<file path="src/scf_pkg.sv">
// shared types, codes and constants of the command line framer
`timescale 1ns / 1ps
`default_nettype none
package scf_pkg;

	localparam int LINE_DEPTH_DEF = 32;
	localparam int LINE_DEPTH_MAX = 65;
	// enough bits for any character count up to LINE_DEPTH_MAX - 1
	localparam int LEN_W = $clog2(LINE_DEPTH_MAX);

	localparam logic [7:0] START_RESET = 8'd36;
	localparam logic [7:0] CHAR_CR     = 8'h0D;
	localparam logic [7:0] CHAR_LF     = 8'h0A;
	localparam logic [7:0] PRINT_LO    = 8'h20;
	localparam logic [7:0] PRINT_HI    = 8'h7E;

	// input functions
	localparam logic [1:0] FUNC_BYTE      = 2'd0;
	localparam logic [1:0] FUNC_FRAME_ERR = 2'd1;
	localparam logic [1:0] FUNC_FETCH     = 2'd2;
	localparam logic [1:0] FUNC_TAKE_ERR  = 2'd3;

	// reply kinds
	localparam logic [1:0] KIND_CHAR   = 2'd0;
	localparam logic [1:0] KIND_NONE   = 2'd1;
	localparam logic [1:0] KIND_REPORT = 2'd2;

	// error flag bits
	localparam logic [2:0] FLAG_FRAME = 3'b001;
	localparam logic [2:0] FLAG_BUSY  = 3'b010;
	localparam logic [2:0] FLAG_LONG  = 3'b100;

	// back-end operations
	localparam logic [1:0] OP_NONE   = 2'd0;
	localparam logic [1:0] OP_REPORT = 2'd1;
	localparam logic [1:0] OP_CHARS  = 2'd2;

	localparam int Q_DEPTH = 2;

	typedef struct packed {
		logic [1:0]       op;
		logic [LEN_W-1:0] len;
		logic [2:0]       errs;
	} scf_cmd_t;

endpackage
`default_nettype wire

</file>
<file path="src/scf_ifs.sv">
// valid/ready channel interfaces for items and replies
`timescale 1ns / 1ps
`default_nettype none
interface scf_item_if;
	logic       valid;
	logic       ready;
	logic [1:0] func;
	logic [7:0] data_byte;
	logic [7:0] dest_size;

	modport source (output valid, func, data_byte, dest_size, input ready);
	modport sink (input valid, func, data_byte, dest_size, output ready);
endinterface

interface scf_reply_if;
	logic       valid;
	logic       ready;
	logic [1:0] reply_kind;
	logic [6:0] char_value;
	logic       char_valid;
	logic       last;
	logic [2:0] error_bits;

	modport source (output valid, reply_kind, char_value, char_valid, last, error_bits,
		input ready);
	modport sink (input valid, reply_kind, char_value, char_valid, last, error_bits,
		output ready);
endinterface
`default_nettype wire

</file>
<file path="src/scf_front.sv">
// front end: takes items, runs the line framer and queues reader commands
`timescale 1ns / 1ps
`default_nettype none
module scf_front #(
	parameter int LINE_DEPTH = scf_pkg::LINE_DEPTH_DEF
) (
	input  logic                          clk,
	input  logic                          arst_n,
	scf_item_if.sink                      item,
	input  logic                          cfg_we,
	input  logic [7:0]                    cfg_wdata,
	input  logic                          q_full,
	input  logic                          rd_busy,
	output logic                          push,
	output scf_pkg::scf_cmd_t             cmd,
	output logic                          wr_en,
	output logic [$clog2(LINE_DEPTH)-1:0] wr_addr,
	output logic [6:0]                    wr_data
);
	import scf_pkg::*;

	localparam int AW = $clog2(LINE_DEPTH);
	localparam logic [AW-1:0] FILL_MAX = AW'(LINE_DEPTH - 1);

	localparam logic [1:0] M_WAIT    = 2'd0;
	localparam logic [1:0] M_RECEIVE = 2'd1;
	localparam logic [1:0] M_DISCARD = 2'd2;

	logic [1:0]    mode_q, mode_d;
	logic [AW-1:0] fill_q, fill_d;
	logic [AW-1:0] held_q, held_d;
	logic          cmd_held_q, cmd_held_d;
	logic [2:0]    flags_q, flags_d;
	logic [7:0]    start_char_q;

	logic       fire;
	logic       is_start, is_eol, is_print;
	logic [7:0] held8, size_m1, fetch_n;

	always_comb begin
		case (item.func)
			FUNC_BYTE:      item.ready = !rd_busy;
			FUNC_FRAME_ERR: item.ready = 1'b1;
			default:        item.ready = !q_full;
		endcase
	end

	assign fire     = item.valid && item.ready;
	assign is_start = item.data_byte == start_char_q;
	assign is_eol   = item.data_byte == CHAR_CR || item.data_byte == CHAR_LF;
	assign is_print = item.data_byte >= PRINT_LO && item.data_byte <= PRINT_HI;

	assign held8   = 8'(held_q);
	assign size_m1 = item.dest_size - 8'd1;
	assign fetch_n = (held8 < size_m1) ? held8 : size_m1;

	assign wr_addr = fill_q;
	assign wr_data = item.data_byte[6:0];

	always_comb begin
		mode_d     = mode_q;
		fill_d     = fill_q;
		held_d     = held_q;
		cmd_held_d = cmd_held_q;
		flags_d    = flags_q;
		wr_en      = 1'b0;
		push       = 1'b0;
		cmd        = '0;
		if (fire) begin
			unique case (item.func)
				FUNC_BYTE: begin
					if (cmd_held_q) begin
						if (is_start) flags_d = flags_q | FLAG_BUSY;
					end else begin
						unique case (mode_q)
							M_WAIT: begin
								if (is_start) begin
									fill_d = '0;
									mode_d = M_RECEIVE;
								end
							end
							M_RECEIVE: begin
								if (is_start) begin
									fill_d = '0;
								end else if (is_eol) begin
									if (fill_q != '0) begin
										held_d     = fill_q;
										cmd_held_d = 1'b1;
									end
									fill_d = '0;
									mode_d = M_WAIT;
								end else if (is_print) begin
									if (fill_q < FILL_MAX) begin
										wr_en  = 1'b1;
										fill_d = fill_q + AW'(1);
									end else begin
										flags_d = flags_q | FLAG_LONG;
										fill_d  = '0;
										mode_d  = M_DISCARD;
									end
								end else begin
									fill_d = '0;
									mode_d = M_DISCARD;
								end
							end
							default: begin
								// discard, and the unused code
								if (is_start) begin
									fill_d = '0;
									mode_d = M_RECEIVE;
								end else if (is_eol) begin
									fill_d = '0;
									mode_d = M_WAIT;
								end
							end
						endcase
					end
				end
				FUNC_FRAME_ERR: begin
					flags_d = flags_q | FLAG_FRAME;
					mode_d  = M_WAIT;
					fill_d  = '0;
				end
				FUNC_TAKE_ERR: begin
					push     = 1'b1;
					cmd.op   = OP_REPORT;
					cmd.errs = flags_q;
					flags_d  = '0;
				end
				default: begin
					push = 1'b1;
					if (item.dest_size == 8'd0 || !cmd_held_q) begin
						cmd.op = OP_NONE;
					end else begin
						cmd.op     = OP_CHARS;
						cmd.len    = fetch_n[LEN_W-1:0];
						cmd_held_d = 1'b0;
					end
				end
			endcase
		end
	end

	always_ff @(posedge clk or negedge arst_n) begin
		if (!arst_n) begin
			mode_q       <= M_WAIT;
			fill_q       <= '0;
			held_q       <= '0;
			cmd_held_q   <= 1'b0;
			flags_q      <= '0;
			start_char_q <= START_RESET;
		end else begin
			mode_q     <= mode_d;
			fill_q     <= fill_d;
			held_q     <= held_d;
			cmd_held_q <= cmd_held_d;
			flags_q    <= flags_d;
			if (cfg_we) start_char_q <= cfg_wdata;
		end
	end

endmodule
`default_nettype wire

</file>
<file path="src/scf_queue.sv">
// short command queue between front and back end
`timescale 1ns / 1ps
`default_nettype none
module scf_queue (
	input  logic              clk,
	input  logic              arst_n,
	input  logic              push,
	input  scf_pkg::scf_cmd_t push_cmd,
	input  logic              pop,
	output logic              full,
	output logic              empty,
	output scf_pkg::scf_cmd_t head
);
	import scf_pkg::*;

	localparam int PW = $clog2(Q_DEPTH);
	localparam int CW = $clog2(Q_DEPTH + 1);

	scf_cmd_t       slot_q [Q_DEPTH];
	logic [PW-1:0]  wr_ptr_q, rd_ptr_q;
	logic [CW-1:0]  count_q;

	assign full  = count_q == CW'(Q_DEPTH);
	assign empty = count_q == '0;
	assign head  = slot_q[rd_ptr_q];

	always_ff @(posedge clk) begin
		if (push) slot_q[wr_ptr_q] <= push_cmd;
	end

	always_ff @(posedge clk or negedge arst_n) begin
		if (!arst_n) begin
			wr_ptr_q <= '0;
			rd_ptr_q <= '0;
			count_q  <= '0;
		end else begin
			if (push) begin
				wr_ptr_q <= (wr_ptr_q == PW'(Q_DEPTH - 1)) ? '0 : wr_ptr_q + PW'(1);
			end
			if (pop) begin
				rd_ptr_q <= (rd_ptr_q == PW'(Q_DEPTH - 1)) ? '0 : rd_ptr_q + PW'(1);
			end
			case ({push, pop})
				2'b10:   count_q <= count_q + CW'(1);
				2'b01:   count_q <= count_q - CW'(1);
				default: count_q <= count_q;
			endcase
		end
	end

endmodule
`default_nettype wire

</file>
<file path="src/scf_back.sv">
// back end: line store and reply sequencer with output register
`timescale 1ns / 1ps
`default_nettype none
module scf_back #(
	parameter int LINE_DEPTH = scf_pkg::LINE_DEPTH_DEF
) (
	input  logic                          clk,
	input  logic                          arst_n,
	input  logic                          wr_en,
	input  logic [$clog2(LINE_DEPTH)-1:0] wr_addr,
	input  logic [6:0]                    wr_data,
	input  logic                          q_empty,
	input  scf_pkg::scf_cmd_t             head,
	output logic                          pop,
	output logic                          busy,
	scf_reply_if.source                   reply
);
	import scf_pkg::*;

	localparam int AW          = $clog2(LINE_DEPTH);
	localparam int STORE_DEPTH = LINE_DEPTH - 1;

	localparam logic S_IDLE   = 1'b0;
	localparam logic S_STREAM = 1'b1;

	logic [6:0] store_mem [STORE_DEPTH];
	logic [6:0] rd_q;
	logic       rd_en;
	logic [AW-1:0] rd_addr;

	logic             state_q, state_d;
	logic [AW-1:0]    idx_q, idx_d;
	logic [LEN_W-1:0] len_q, len_d;

	logic       out_valid_q;
	logic [1:0] kind_q;
	logic [6:0] char_q;
	logic       cval_q, last_q;
	logic [2:0] errs_q;

	logic       out_free, load, is_last;
	logic [1:0] kind_d;
	logic [6:0] char_d;
	logic       cval_d, last_d;
	logic [2:0] errs_d;

	always_ff @(posedge clk) begin
		if (wr_en) store_mem[wr_addr] <= wr_data;
		if (rd_en) rd_q <= store_mem[rd_addr];
	end

	assign out_free = !out_valid_q || reply.ready;
	assign is_last  = LEN_W'(idx_q) + LEN_W'(1) == len_q;
	assign busy     = state_q == S_STREAM;

	always_comb begin
		state_d = state_q;
		idx_d   = idx_q;
		len_d   = len_q;
		pop     = 1'b0;
		rd_en   = 1'b0;
		rd_addr = idx_q + AW'(1);
		load    = 1'b0;
		kind_d  = KIND_CHAR;
		char_d  = '0;
		cval_d  = 1'b0;
		last_d  = 1'b1;
		errs_d  = '0;
		unique case (state_q)
			S_IDLE: begin
				if (!q_empty && out_free) begin
					pop = 1'b1;
					unique case (head.op)
						OP_CHARS: begin
							if (head.len != '0) begin
								rd_en   = 1'b1;
								rd_addr = '0;
								idx_d   = '0;
								len_d   = head.len;
								state_d = S_STREAM;
							end else begin
								load = 1'b1;
							end
						end
						OP_REPORT: begin
							load   = 1'b1;
							kind_d = KIND_REPORT;
							errs_d = head.errs;
						end
						default: begin
							load   = 1'b1;
							kind_d = KIND_NONE;
						end
					endcase
				end
			end
			default: begin
				if (out_free) begin
					load   = 1'b1;
					char_d = rd_q;
					cval_d = 1'b1;
					last_d = is_last;
					if (is_last) begin
						state_d = S_IDLE;
					end else begin
						idx_d = idx_q + AW'(1);
						rd_en = 1'b1;
					end
				end
			end
		endcase
	end

	always_ff @(posedge clk or negedge arst_n) begin
		if (!arst_n) begin
			state_q     <= S_IDLE;
			out_valid_q <= 1'b0;
		end else begin
			state_q <= state_d;
			if (load) out_valid_q <= 1'b1;
			else if (reply.ready) out_valid_q <= 1'b0;
		end
	end

	always_ff @(posedge clk) begin
		idx_q <= idx_d;
		len_q <= len_d;
		if (load) begin
			kind_q <= kind_d;
			char_q <= char_d;
			cval_q <= cval_d;
			last_q <= last_d;
			errs_q <= errs_d;
		end
	end

	assign reply.valid      = out_valid_q;
	assign reply.reply_kind = kind_q;
	assign reply.char_value = char_q;
	assign reply.char_valid = cval_q;
	assign reply.last       = last_q;
	assign reply.error_bits = errs_q;

endmodule
`default_nettype wire

</file>
<file path="src/serial_command_line_framer_core.sv">
// top level of the serial command line framer
// Frames received serial bytes into command lines opened by start_char (reset '$') and closed
// by CR or LF, holds one finished line, and hands it out on a fetch one character per reply
// transaction. Each item transaction carries one function: a received byte, a uart frame
// error, a fetch with the reader's buffer size, or a take-errors request. Bytes and frame
// errors produce no reply. Bytes are taken one per cycle while the store is not being read,
// and frame errors one per cycle at any time. Fetches and take-errors requests are taken one
// per cycle into a two-entry command queue while it has room. A take-errors request or an
// empty fetch is presented from the output register once the back end pops it. A fetch of n
// characters gives n replies at one per cycle while the reply side is ready, each character
// read through the line store's registered read port into the output register; received
// bytes are held off until the command queue is empty and that stream has drained.
`timescale 1ns / 1ps
`default_nettype none
module serial_command_line_framer_core #(
	parameter int LINE_DEPTH = scf_pkg::LINE_DEPTH_DEF
) (
	input  logic        clk,
	input  logic        arst_n,
	scf_item_if.sink    item,
	scf_reply_if.source reply,
	input  logic        cfg_we,
	input  logic [7:0]  cfg_wdata
);
	import scf_pkg::*;

	localparam int AW = $clog2(LINE_DEPTH);

	// front to queue
	logic     push;
	scf_cmd_t push_cmd;

	// queue to back
	logic     q_full, q_empty, pop;
	scf_cmd_t head;

	// line store write port, owned by the front end
	logic          wr_en;
	logic [AW-1:0] wr_addr;
	logic [6:0]    wr_data;

	// back end streaming, or commands still waiting that may read the store
	logic back_busy;
	logic rd_busy;

	assign rd_busy = back_busy || !q_empty;

	scf_front #(
		.LINE_DEPTH(LINE_DEPTH)
	) u_front (
		.clk      (clk),
		.arst_n   (arst_n),
		.item     (item),
		.cfg_we   (cfg_we),
		.cfg_wdata(cfg_wdata),
		.q_full   (q_full),
		.rd_busy  (rd_busy),
		.push     (push),
		.cmd      (push_cmd),
		.wr_en    (wr_en),
		.wr_addr  (wr_addr),
		.wr_data  (wr_data)
	);

	scf_queue u_queue (
		.clk     (clk),
		.arst_n  (arst_n),
		.push    (push),
		.push_cmd(push_cmd),
		.pop     (pop),
		.full    (q_full),
		.empty   (q_empty),
		.head    (head)
	);

	scf_back #(
		.LINE_DEPTH(LINE_DEPTH)
	) u_back (
		.clk    (clk),
		.arst_n (arst_n),
		.wr_en  (wr_en),
		.wr_addr(wr_addr),
		.wr_data(wr_data),
		.q_empty(q_empty),
		.head   (head),
		.pop    (pop),
		.busy   (back_busy),
		.reply  (reply)
	);

endmodule
`default_nettype wire

</file>
<file path="src/flat_wrapper.sv">
// flat-port wrapper written by rule: the top's interface ports become plain ports
module serial_command_line_framer_core_flat import scf_pkg::*;
#(
	parameter int LINE_DEPTH = scf_pkg::LINE_DEPTH_DEF
)
  (clk, arst_n, cfg_we, cfg_wdata, item_valid, item_func, item_data_byte, item_dest_size, item_ready, reply_valid, reply_reply_kind, reply_char_value, reply_char_valid, reply_last, reply_error_bits, reply_ready);
  scf_item_if item_i ();
  scf_reply_if reply_i ();
  input  logic clk;
  input  logic arst_n;
  input  logic cfg_we;
  input  logic [7:0] cfg_wdata;
  input wire logic [$bits(item_i.valid)-1:0] item_valid;
  input wire logic [$bits(item_i.func)-1:0] item_func;
  input wire logic [$bits(item_i.data_byte)-1:0] item_data_byte;
  input wire logic [$bits(item_i.dest_size)-1:0] item_dest_size;
  output wire logic [$bits(item_i.ready)-1:0] item_ready;
  output wire logic [$bits(reply_i.valid)-1:0] reply_valid;
  output wire logic [$bits(reply_i.reply_kind)-1:0] reply_reply_kind;
  output wire logic [$bits(reply_i.char_value)-1:0] reply_char_value;
  output wire logic [$bits(reply_i.char_valid)-1:0] reply_char_valid;
  output wire logic [$bits(reply_i.last)-1:0] reply_last;
  output wire logic [$bits(reply_i.error_bits)-1:0] reply_error_bits;
  input wire logic [$bits(reply_i.ready)-1:0] reply_ready;
  assign item_i.valid = item_valid;
  assign item_i.func = item_func;
  assign item_i.data_byte = item_data_byte;
  assign item_i.dest_size = item_dest_size;
  assign item_ready = item_i.ready;
  assign reply_valid = reply_i.valid;
  assign reply_reply_kind = reply_i.reply_kind;
  assign reply_char_value = reply_i.char_value;
  assign reply_char_valid = reply_i.char_valid;
  assign reply_last = reply_i.last;
  assign reply_error_bits = reply_i.error_bits;
  assign reply_i.ready = reply_ready;
  serial_command_line_framer_core #(.LINE_DEPTH(LINE_DEPTH)) u_core (.clk(clk), .arst_n(arst_n), .item(item_i), .reply(reply_i), .cfg_we(cfg_we), .cfg_wdata(cfg_wdata));
endmodule
</file>
<file path="config.mk">
export PLATFORM = sky130hd
export DESIGN_NAME = serial_command_line_framer_core_flat
export DESIGN_NICKNAME = d
export VERILOG_FILES = /design/src/scf_pkg.sv /design/src/scf_ifs.sv /design/src/scf_front.sv /design/src/scf_queue.sv /design/src/scf_back.sv /design/src/serial_command_line_framer_core.sv /design/src/flat_wrapper.sv
export SDC_FILE = /design/constraint.sdc
export NUM_CORES = 1
export LEC_CHECK = 0
export ABC_CLOCK_PERIOD_IN_PS = 6600
export BUFFER_PORTS_ARGS = -buffer_cell sky130_fd_sc_hd__buf_2
export CAP_MARGIN = 20
export CORE_ASPECT_RATIO = 0.9
export CORE_MARGIN = 4
export CORE_UTILIZATION = 60
export DETAILED_ROUTE_END_ITERATION = 8
export HOLD_SLACK_MARGIN = 0.06
export MAX_ROUTING_LAYER = met4
export PLACE_DENSITY = 0.85
export SLEW_MARGIN = 30
export SYNTH_ARGS = -nofsm -noshare
export SYNTH_HDL_FRONTEND = slang
export SYNTH_SLANG_ARGS = --single-unit
</file>
<file path="constraint.sdc">
create_clock -name clk -period 6.6 [get_ports clk]
set_input_delay 1.32 -clock clk [delete_from_list [all_inputs] [get_ports clk]]
set_output_delay 1.32 -clock clk [all_outputs]
set_load 0.03 [all_outputs]
</file>
==> summary.txt, run 1 <==
Clocking
  • Clk root buf: clkbuf_16
  • CTS H-tree depth: 1
  • Sink Count: 304
  • CTS tree: built
  • CTS Buf Count: 30
  • Clock Latency Late Sink: 0.56 ns
  • CTS Hold Bufs: 0
  • Setup Fix Bufs, Post-CTS: 0
  • Clk buf depth: 3
  • Clock Pin Slew Worst Setup and Hold Paths: about 0.060 ns
  • Post_cts resized: 0

STA
  • Worst slew margin: between 30% and 40%
  • RSZ-0062 raised after global routing: no
  • Endpoints failing setup: 0
  • Worst Slack Setup Final: roughly 2.5 ns
  • Crit share post-route: between 60% and 70%
  • Setup TNS: 0 ns
  • Tmin final: 4.11 ns
  • Clock skew: approximately 0.018 ns
  • Final Hold Viols: 0
  • Tightest Pin Transition: ~1.0 ns
  • Final Slew Violations: 0
  • Max frequency: 243 MHz

Drt
  • First-pass DRT Iterations: 6
  • DR vias/cell: 6.46
  • Final wirelength: between 20 and 30 mm
  • Drt wl/cell: 23.9 um
  • DRC Markers: 0
  • Post-DRT Antenna Nets: 0
  • Vias: 8038
  • Initial drt markers: 1039

Critical path
  • Worst r2r src: u_core.u_queue.rd_ptr_q
  • R2R depth: 10
  • WP data arrival: ~4.4 ns
  • Reg-to-reg slack, setup: 2.66 ns
  • Reg2Reg Capture Point: u_core.u_back.rd_q[5]
  • Crit path launch type: input port
  • Setup crit end: u_core.u_back.rd_q[5]
  • Crit path from: reply_ready
  • Setup crit end kind: flip-flop
  • Crit-path max FO: 20
  • WP data required: 6.89 ns
  • Critical path class: in -> reg

Die
  • Core area: approximately 21000 um2
  • Io pins: between 40 and 50
  • Die Wd: between 150 and 200 um
  • Core Rows: 50
  • Die Height: between 100 and 150 um
  • DIE AREA: around 24000 um2
  • Initial core utilization: 61.9%

Min path
  • Hold Path Class: reg -> reg
  • Hold path cells: 1

Global route
  • Initial antenna violation count: 0
  • Number of global-route vias before repair: 7549
  • GRT overflow: 0
  • Global Route Usage Sum: 25.4%
  • Global-route wire length before repair: approximately 45 mm
  • Largest net degree at the start of global routing: 55

Layout
  • Final-layout fill cell count: ~1400
  • Area Overhead vs Synth: 12.1%
  • Most frequent cells in the layout: 274 x edfxtp_1, 63 x nor2_1, 63 x nand2_1
  • Fraction of layout cells with a size suffix above 1: 17.8%
  • ANT cells: 0
  • Non-filler cells, final: between 1000 and 1500
  • Final nets: between 900 and 1000
  • Most common cell after layout, fill and taps aside: edfxtp_1

Logic synthesis
  • Unique masters post-synth: between 60 and 70
  • Mux cell area share after synthesis: approximately a tenth
  • Flops & latches, synth: 304
  • Xor and xnor fraction of the mapped netlist area: ~1.9%
  • Asr flop ratio synth: under 10%
  • Synth top area cells: edfxtp_1 63%, dfrtp_1 5.4%, mux4_2 3.8%
  • Post-Synth Adder-Cell Area: between 1.5 and 2%
  • Synth Area in Compound Gates: 7.66%
  • Post-synth top area share: around 63%
  • Mapped Area: 13100 um2
  • Synth Area in Simple Gates: roughly 8.3%
  • Avg Cell Area, Syn: approximately 15 um2
  • Main synth FF type: edfxtp_1
  • Largest area contributor in the netlist: edfxtp_1
  • EDFF count, synth: approximately 270
  • Sequential fraction of the synthesis area: 68.7%
  • Synth warn: 0
  • Combinational family with the most area after synthesis: multiplexers
  • Cells after Synth: between 800 and 900

Place
  • DP Wirelength: about 19 mm
  • # port buffers: 46
  • Pre-CTS WS: between 2 and 2.5 ns
  • RD Place Congestion: 0.902
  • Placed cells: around 1200

Status
  • Status: finished clean

Pwr
  • Maximum vdd drop: around 0.5 mV
  • Power per cell area: around 440 nW/um2
  • Total Power: roughly 6.5 mW
  • Leak: 5.04 nW

Flow run
  • Total of max-cap violations: 0
## logic make-up (layout without fill, tap and decap cells)
family,count (synthesis),count (layout)
mux,91,91
buf+inv,67,135
simple gates,227,227
flops,304,304
other cells,1,4
compound gates,150,150
xor+xnor,28,28
fa+ha+maj,19,19
## flip-flops by register name, summed over array words and instances, names as in the netlist, 5 cells and up
signal and cells:
u_core.u_back.store_mem 217, u_core.u_back.reply.char_value 7, u_core.u_back.idx_q 5, u_core.u_queue.slot_q 24
u_core.u_front.start_char_q 8, u_core.u_back.rd_q 7, u_core.u_front.wr_addr 5, u_core.u_front.held_q 5
u_core.u_back.len_q 7
## routing by layer
metal	vias to the layer above	wire [um]	global-route usage [%]
li1	3495	-	-
met1	3921	11800	36.4
met2	533	13500	37.0
met3	89	3500	6.12
met4	0	1010	7.25
met5	-	0	-
## cell usage after synthesis, types with 3 or more instances
cell and count:
nand2_1 63, o22ai_1 4, o21ai_0 41, nand3b_1 4, a211oi_1 3, nor4_1 7
mux4_2 22, a31oi_1 9, a32oi_1 6, o311ai_0 5, mux2i_1 41, xnor2_1 20
nor2b_1 6, mux2_2 27, o211ai_1 3, nor3_1 10, buf_6 3, or3_1 4
nand2b_1 7, dfrtp_1 28, o21a_1 5, nand4_1 9, and2_1 20, inv_1 24
o221ai_1 3, o32a_1 5, and3_1 5, nand3_1 19, a21oi_1 37, clkbuf_1 26
o31ai_1 5, buf_2 12, xor2_1 8, edfxtp_1 274, nor2_1 64, ha_1 19
a221oi_1 3
## worst min-delay path by stage
stage                               from                         to  slack, ns
6_report         u_core.u_queue.wr_ptr_q    u_core.u_queue.wr_ptr_q       0.50
5_1_grt          u_core.u_queue.wr_ptr_q    u_core.u_queue.wr_ptr_q       0.52
4_1_cts          u_core.u_queue.wr_ptr_q    u_core.u_queue.wr_ptr_q       0.48
3_5_place_dp     u_core.u_queue.wr_ptr_q    u_core.u_queue.wr_ptr_q       0.47
3_3_place_gp     u_core.u_queue.wr_ptr_q    u_core.u_queue.wr_ptr_q       0.47
2_1_floorplan  u_core.u_front.flags_q[1]  u_core.u_front.flags_q[1]       0.45
## where the power goes
| group | internal [mW] | leakage [nW] | total (mW) | switching (mW) |
|---|---|---|---|---|
| clock | 1.09 | 0.516 | 1.81 | 0.720 |
| combinational | 0.795 | 1.66 | 2.28 | 1.48 |
| sequential | 2.30 | 2.87 | 2.40 | 0.103 |
| total | 4.19 | 5.04 | 6.49 | 2.31 |
## worst max-delay path: stages
cell and delay, ns:
buf_2 0.09, nor2b_1 0.26, or3_1 0.44, inv_2 0.20, nand3_1 0.10, buf_4 0.28
inv_1 0.38, nor3_1 0.77, a221oi_1 0.26, o32a_1 0.27
## final cells by class
type,instances,area [um2],area share (%)
Clock buffer,34,787,5.37
Sequential cell,304,8980,61.3
Multi-Input combinational cell,519,3870,26.4
Tap cell,286,358,2.44
Inverter,25,93.8,0.640
Clock inverter,21,274,1.87
Timing Repair Buffer,55,298,2.03
## metrics by stage
step                util (%)  cell area, um2  hold slack [ns]
finish                  69.3           14700            0.500
global route            69.3           14700            0.518
CTS                     69.2           14600            0.483
detailed placement      64.2           13600            0.473
global placement        64.2           13600            0.472
floorplan                  -           13100            0.447
No activity file was read; power rests on OpenSTA's default activity.
==> run 2: changes to the inputs <==
--- a/config.mk
+++ b/config.mk
@@ -5,16 +5,16 @@
 export SDC_FILE = /design/constraint.sdc
 export NUM_CORES = 1
 export LEC_CHECK = 0
-export ABC_CLOCK_PERIOD_IN_PS = 6600
+export ABC_CLOCK_PERIOD_IN_PS = 3400
 export BUFFER_PORTS_ARGS = -buffer_cell sky130_fd_sc_hd__buf_2
 export CAP_MARGIN = 20
 export CORE_ASPECT_RATIO = 0.9
 export CORE_MARGIN = 4
-export CORE_UTILIZATION = 60
+export CORE_UTILIZATION = 56
 export DETAILED_ROUTE_END_ITERATION = 8
 export HOLD_SLACK_MARGIN = 0.06
 export MAX_ROUTING_LAYER = met4
-export PLACE_DENSITY = 0.85
+export PLACE_DENSITY = 0.83
 export SLEW_MARGIN = 30
 export SYNTH_ARGS = -nofsm -noshare
 export SYNTH_HDL_FRONTEND = slang
==> constraint.sdc (replaced) <==
create_clock -name clk -period 3.4 [get_ports clk]
set_input_delay 0.68 -clock clk [delete_from_list [all_inputs] [get_ports clk]]
set_output_delay 0.68 -clock clk [all_outputs]
set_load 0.03 [all_outputs]
==> summary.txt, run 2 (same netlist as run 1, synthesis figures left out) <==
Global route
  • Largest net degree at the start of global routing: 70 (+27%)
  • Global-route wire length before repair: 47.0 mm (+3.8%)
  • Met2 usage: 36.7% (-0.37 points)
  • Met3 usage: 5.45% (-0.67 points)
  • M1 GR Usage: 33.7% (-2.8 points)
  • Initial antenna violation count: 2 (+2)
  • Number of global-route vias before repair: 8071 (+6.9%)
  • Global Route Usage Sum: 24.3% (-1.1 points)
  • GRT busiest layer: met2
  • GRT overflow: 0 (unchanged)

Critical path
  • WP data required: 3.80 ns (-3.09 ns)
  • R2R depth: 9 (-1)
  • Reg2Reg Capture Point: u_core.u_back.rd_q[1]
  • Crit path launch type: flip-flop
  • Crit-path max FO: 15 (-25%)
  • Reg-to-reg slack, setup: 0.29 ns (-2.37 ns)
  • Worst r2r src: u_core.u_queue.rd_ptr_q
  • WP data arrival: 3.52 ns (-0.88 ns)
  • Setup crit end kind: flip-flop
  • Critical path class: reg -> reg

Clocking
  • CTS Hold Bufs: 0 (unchanged)
  • Sink Count: 304 (unchanged)
  • CTS Buf Count: 29 (-3.3%)
  • Post_cts resized: 0 (unchanged)
  • CTS H-tree depth: 1 (unchanged)
  • Clock Pin Slew Worst Setup and Hold Paths: 0.06 ns (about the same)
  • Clock Latency Late Sink: 0.55 ns (about the same)
  • Setup Fix Bufs, Post-CTS: 0 (unchanged)
  • CTS tree: built
  • Clk root buf: clkbuf_16
  • Clk buf depth: 3 (unchanged)

Min path
  • Hold Path Class: in -> async

STA
  • Tightest Pin Transition: 0.882 ns (-0.128 ns)
  • Setup TNS: 0 ns (unchanged)
  • Endpoints failing setup: 0 (unchanged)
  • Tmin final: 3.11 ns
  • Clock skew: 0.0135 ns (-0.00408 ns)
  • Max frequency: between 300 and 400 MHz
  • Final Hold Viols: 0 (unchanged)
  • Worst slew margin: 40.9% (+8.6 points)
  • Crit share post-route: about 92%
  • RSZ-0062 raised after global routing: no
  • Final Slew Violations: 0 (unchanged)

Pwr
  • NetSw: 4.34 mW (+88%)
  • Net Sw Frac: 35.4% (-0.16 points)
  • Pint: 7.94 mW (+90%)
  • Flop pwr share: 37.8% (+0.8 points)
  • Comb pwr share: 37.6% (+2.5 points)
  • Maximum vdd drop: 1.22 mV (+140%)
  • Leak: 5.29 nW (+4.9%)
  • Clock power frac: 24.6% (-3.3 points)
  • Power per cell area: 819 nW/um2 (+85%)

Die
  • Io pins: 47 (unchanged)
  • Core area: 22700 um2 (+7.4%)
  • DIE AREA: 25900 um2 (+6.8%)
  • Initial core utilization: 57.6% (-4.3 points)
  • Die Wd: 169 um (+3.3%)
  • Die Height: 153 um (+3.3%)
  • Core Rows: 52 (+4.0%)

Layout
  • Flip-flop count of the largest register after layout: 217 (unchanged)
  • Post-route cell area: 15000 um2 (+2.2%)
  • Most frequent cells in the layout: 274 x edfxtp_1, 70 x buf_4, 64 x nor2_1
  • Fraction of layout cells with a size suffix above 1: 21.6% (+3.7 points)
  • Non-filler cells, final: 1316 (+5.8%)
  • Biggest register: u_core.u_back.store_mem
  • Final nets: 1048 (+6.4%)
  • Biggest regs: u_core.u_back.store_mem (217), u_core.u_queue.slot_q (24), u_core.u_front.start_char_q (8)
  • Area Overhead vs Synth: 14.6%
  • ANT cells: 0 (unchanged)
  • Most common cell after layout, fill and taps aside: edfxtp_1

Place
  • RD Place Congestion: 0.943 (+4.5%)
  • # port buffers: 46 (unchanged)
  • Placed cells: 1264 (+6.3%)
  • DP Wirelength: 20.6 mm (+9.4%)
  • Area after DPL: 14100 um2 (+3.8%)

Status
  • Status: finished clean

Drt
  • Drt wl/cell: 23.2 um (-3.0%)
  • Final wirelength: 30.6 mm (+2.7%)
  • Vias: 8197 (+2.0%)
  • Post-DRT Antenna Nets: 0 (unchanged)
  • First-pass DRT Iterations: 7 (+1)
  • DR vias/cell: 6.23 (-3.6%)
  • DRC Markers: 0 (unchanged)
  • Initial drt markers: 1322 (+27%)

Flow run
  • Total of max-cap violations: 0 (unchanged)
run 2: per-layer routing:
layer / share of wire, % / wire, um
met3: 10 / 3070
met4: 3.5 / 1070
met2: 46 / 14100
met1: 40 / 12300
met5: 0 / 0
run 2: final cells by class:
type	instances	area, um2
Inverter	25	93.8
Clock inverter	13	92.6
Fill cell	1526	7720
Multi-Input combinational cell	519	3840
Timing Repair Buffer	119	816
Sequential cell	304	8980
Tap cell	297	372
Clock buffer	39	793
run 2: worst max-delay path by stage:
stage | start | to | slack [ns] | cells after the start
2_1_floorplan | item_func[0] | u_core.u_queue.slot_q[0][0] | 0.11 | 9
3_3_place_gp | item_data_byte[6] | u_core.u_front.wr_addr[0] | 0.40 | 8
3_5_place_dp | reply_ready | u_core.u_back.rd_q[4] | 0.35 | 9
4_1_cts | u_core.u_queue.rd_ptr_q | u_core.u_back.rd_q[1] | 0.40 | 9
5_1_grt | u_core.u_queue.rd_ptr_q | u_core.u_back.rd_q[1] | 0.1 | 9
6_report | u_core.u_queue.rd_ptr_q | u_core.u_back.rd_q[1] | 0.29 | 9
run 2: stage by stage:
step	setup WS [ns]	hold slack [ns]	util, %	power (mW)
after CTS	0.397	0.202	66.0	12.2
after global routing	0.0990	0.260	66.0	12.8
after global placement	0.397	0.474	62.1	9.09
after detailed placement	0.345	0.475	62.1	9.19
final	0.286	0.196	66.0	12.3
after floorplan	0.107	0.384	-	7.62
run 2: power groups by stage:
stage                     Clock [mW]  Sequential (mW)  Combinational [mW]
after floorplan                    0             4.80                2.82
after global placement             0             4.70                4.38
after detailed placement           0             4.72                4.46
after global routing            3.21             4.67                4.90
after CTS                       3.06             4.65                4.51
final                           3.02             4.64                4.61
run 2: worst max-delay path, cell delays in order, from the launching register on:
cell and delay, ns:
dfrtp_1 0.55, mux2i_1 0.34, inv_1 0.07, ha_1 0.23, o21a_1 0.16, a31oi_2 0.65, o311ai_0 0.28, a311oi_1 0.37
buf_4 0.17, o32a_1 0.14
==> run 3: changes to the inputs <==
--- a/config.mk
+++ b/config.mk
@@ -15,6 +15,7 @@
 export HOLD_SLACK_MARGIN = 0.06
 export MAX_ROUTING_LAYER = met4
 export PLACE_DENSITY = 0.83
+export RECOVER_POWER = 25
 export SLEW_MARGIN = 30
 export SYNTH_ARGS = -nofsm -noshare
 export SYNTH_HDL_FRONTEND = slang
==> summary.txt, run 3 (same netlist as run 1, synthesis figures left out) <==
Pwr
  • Pint: 7.93 mW (about the same)
  • Comb pwr share: 37.5% (about the same)
  • Clock power frac: 24.6% (about the same)
  • Maximum vdd drop: 1.21 mV (-0.17%)
  • NetSw: 4.33 mW (-0.20%)
  • Leak: 5.25 nW (-0.65%)
  • Flop pwr share: 37.9% (about the same)
  • Power per cell area: 820 nW/um2 (about the same)
  • Net Sw Frac: 35.3% (-0.040 points)

Critical path
  • Setup crit end kind: flip-flop
  • Worst path top cell family by delay: compound AO/OA/AOI/OAI gates
  • Worst r2r src: u_core.u_queue.rd_ptr_q
  • Reg2Reg Capture Point: u_core.u_back.rd_q[1]
  • CP Buf/Inv Count: 2 (unchanged)
  • Critical path class: reg -> reg
  • WP data arrival: 3.49 ns (-0.03 ns)
  • R2R depth: 9 (unchanged)
  • Largest stage delay on the critical path: 0.63 ns (-0.02 ns)
  • CP max-delay cell: a31oi_2
  • Worst path cell trace: mux2i_1 -> inv_1 -> ha_1 -> o21a_1 -> a31oi_2 -> o311ai_0 -> a311oi_1 -> buf_4 -> o32a_1
  • Crit-path max FO: 15 (unchanged)
  • Crit path launch type: flip-flop
  • WP data required: 3.80 ns (about the same)
  • Reg-to-reg slack, setup: 0.31 ns (+0.03 ns)

Layout
  • Most frequent cells in the layout: 274 x edfxtp_1, 65 x buf_4, 64 x nor2_1
  • Flip-flop count of the largest register after layout: 217 (unchanged)
  • Area Overhead vs Synth: 14.4%
  • Final nets: 1048 (unchanged)
  • ANT cells: 0 (unchanged)
  • Biggest register: u_core.u_back.store_mem
  • Register area: 8980 um2 (unchanged)
  • Most common cell after layout, fill and taps aside: edfxtp_1
  • Fraction of layout cells with a size suffix above 1: 20.5% (-1.1 points)
  • Post-route cell area: 15000 um2 (-0.18%)
  • Final-layout fill cell count: 1533 (+0.46%)
  • Biggest regs: u_core.u_back.store_mem (217), u_core.u_queue.slot_q (24), u_core.u_front.start_char_q (8)
  • Multi-input gate area: 3840 um2 (unchanged)

Global route
  • GRT overflow: 0 (unchanged)
  • Initial antenna violation count: 1 (-1)
  • Largest net degree at the start of global routing: 70 (unchanged)
  • Number of global-route vias before repair: 8071 (unchanged)
  • Global Route Usage Sum: 24.3% (unchanged)
  • Global-route wire length before repair: 47.0 mm (unchanged)

Die
  • Die Height: 153 um (unchanged)
  • Die Wd: 169 um (unchanged)
  • Core Rows: 52 (unchanged)
  • Core area: 22700 um2 (unchanged)
  • Initial core utilization: 57.6% (unchanged)
  • DIE AREA: 25900 um2 (unchanged)
  • Io pins: 47 (unchanged)

Flow run
  • Total of max-cap violations: 4 (+4)

Min path
  • Hold path cells: 2
  • Worst Hold Endpoint: u_core.u_front.start_char_q[0]
  • Hold Crit Start: cfg_wdata[0]
  • Hold Path Class: in -> reg

Drt
  • Final wirelength: 30.4 mm (-0.40%)
  • DRC Markers: 0 (unchanged)
  • Initial drt markers: 1275 (-3.6%)
  • Vias: 8198 (+0.012%)
  • DR vias/cell: 6.23 (about the same)
  • Drt wl/cell: 23.1 um (-0.40%)
  • Post-DRT Antenna Nets: 0 (unchanged)
  • First-pass DRT Iterations: 7 (unchanged)

Place
  • Area after DPL: 14100 um2 (unchanged)
  • RD Place Congestion: 0.943 (unchanged)
  • # port buffers: 46 (unchanged)
  • Pre-CTS WS: 0.345 ns (unchanged)
  • DP Wirelength: 20.6 mm (unchanged)

STA
  • Tmin final: 3.09 ns (-0.0262 ns)
  • Endpoints failing setup: 0 (unchanged)
  • RSZ-0062 raised after global routing: no
  • Worst Slack Setup Final: 0.313 ns (+0.0262 ns)
  • Tightest Pin Transition: 1.79 ns (+0.907 ns)
  • Worst slew margin: -19.2% (-60 points)
  • Clock skew: 0.0139 ns (+0.000394 ns)
  • Final Hold Viols: 0 (unchanged)
  • Crit share post-route: 90.8% (-0.77 points)
  • Final Slew Violations: 127 (+127)
  • Setup TNS: 0 ns (unchanged)
  • Max frequency: 324 MHz (+0.85%)

Clocking
  • CTS Hold Bufs: 0 (unchanged)
  • Clock Pin Slew Worst Setup and Hold Paths: 0.06 ns (about the same)
  • Clk buf depth: 3 (unchanged)
  • CTS H-tree depth: 1 (unchanged)
  • Sink Count: 304 (unchanged)
  • Setup Fix Bufs, Post-CTS: 0 (unchanged)
  • CTS tree: built
  • Clk root buf: clkbuf_16
  • Clock Latency Late Sink: 0.55 ns (about the same)
  • CTS Buf Count: 29 (unchanged)
  • Post_cts resized: 0 (unchanged)

Status
  • Failing checks: max-capacitance violations, max-slew violations
  • Status: finished, violations left
-- run 3: cell types whose count changed in the layout (fill, tap and decap cells not counted), sizes merged --
cell	before	now
buf	119	108
clkbuf	39	50
-- run 3: worst max path at each step --
| stage | slack (ns) | startpoint | end | cells after the start |
|---|---|---|---|---|
| 6_report | 0.31 | u_core.u_queue.rd_ptr_q | u_core.u_back.rd_q[1] | 9 |
| 5_1_grt | 0.1 | u_core.u_queue.rd_ptr_q | u_core.u_back.rd_q[1] | 9 |
| 4_1_cts | 0.40 | u_core.u_queue.rd_ptr_q | u_core.u_back.rd_q[1] | 9 |
| 3_5_place_dp | 0.35 | reply_ready | u_core.u_back.rd_q[4] | 9 |
| 3_3_place_gp | 0.40 | item_data_byte[6] | u_core.u_front.wr_addr[0] | 8 |
| 2_1_floorplan | 0.11 | item_func[0] | u_core.u_queue.slot_q[0][0] | 9 |
-- run 3: per-layer routing --
metal  up-vias  track usage, %  routed length (um)
met1      3972            33.7               12000
met3        82            5.45                3230
li1       3619               -                   -
met5         -               -                   0
met4         0            7.40                1010
met2       525            36.7               14200
-- run 3: power by group through the flow --
stage                     clock network [mW]  logic (mW)  registers [mW]
after global placement                     0        4.38            4.70
after detailed placement                   0        4.46            4.72
after CTS                               3.06        4.51            4.65
final                                   3.02        4.60            4.65
after global routing                    3.21        4.89            4.68
after floorplan                            0        2.82            4.80
-- run 3: worst reg2reg max path, cell delays in order (launching register included) --
cell and delay, ns:
dfrtp_1 0.55, mux2i_1 0.34, inv_1 0.07, ha_1 0.23, o21a_1 0.16, a31oi_2 0.63
o311ai_0 0.28, a311oi_1 0.37, buf_4 0.17, o32a_1 0.14
-- run 3: area by class of cell --
class / count / area share [%]
inverter: 25 / 0.627
tap: 297 / 2.48
clock inverter: 13 / 0.619
timing repair buffer: 119 / 5.28
clock buffer: 39 / 5.30
multi-input combinational: 519 / 25.7
sequential: 304 / 60.0
-- run 3: through the flow --
step | hold WS [ns] | util (%) | std cells | total power, mW
after floorplan | 0.384 | - | 890 | 7.62
after global placement | 0.474 | 62.1 | 1264 | 9.09
after detailed placement | 0.475 | 62.1 | 1264 | 9.19
after CTS | 0.202 | 66.0 | 1316 | 12.2
after global routing | 0.358 | 65.9 | 1316 | 12.8
final | 0.367 | 65.9 | 1316 | 12.3
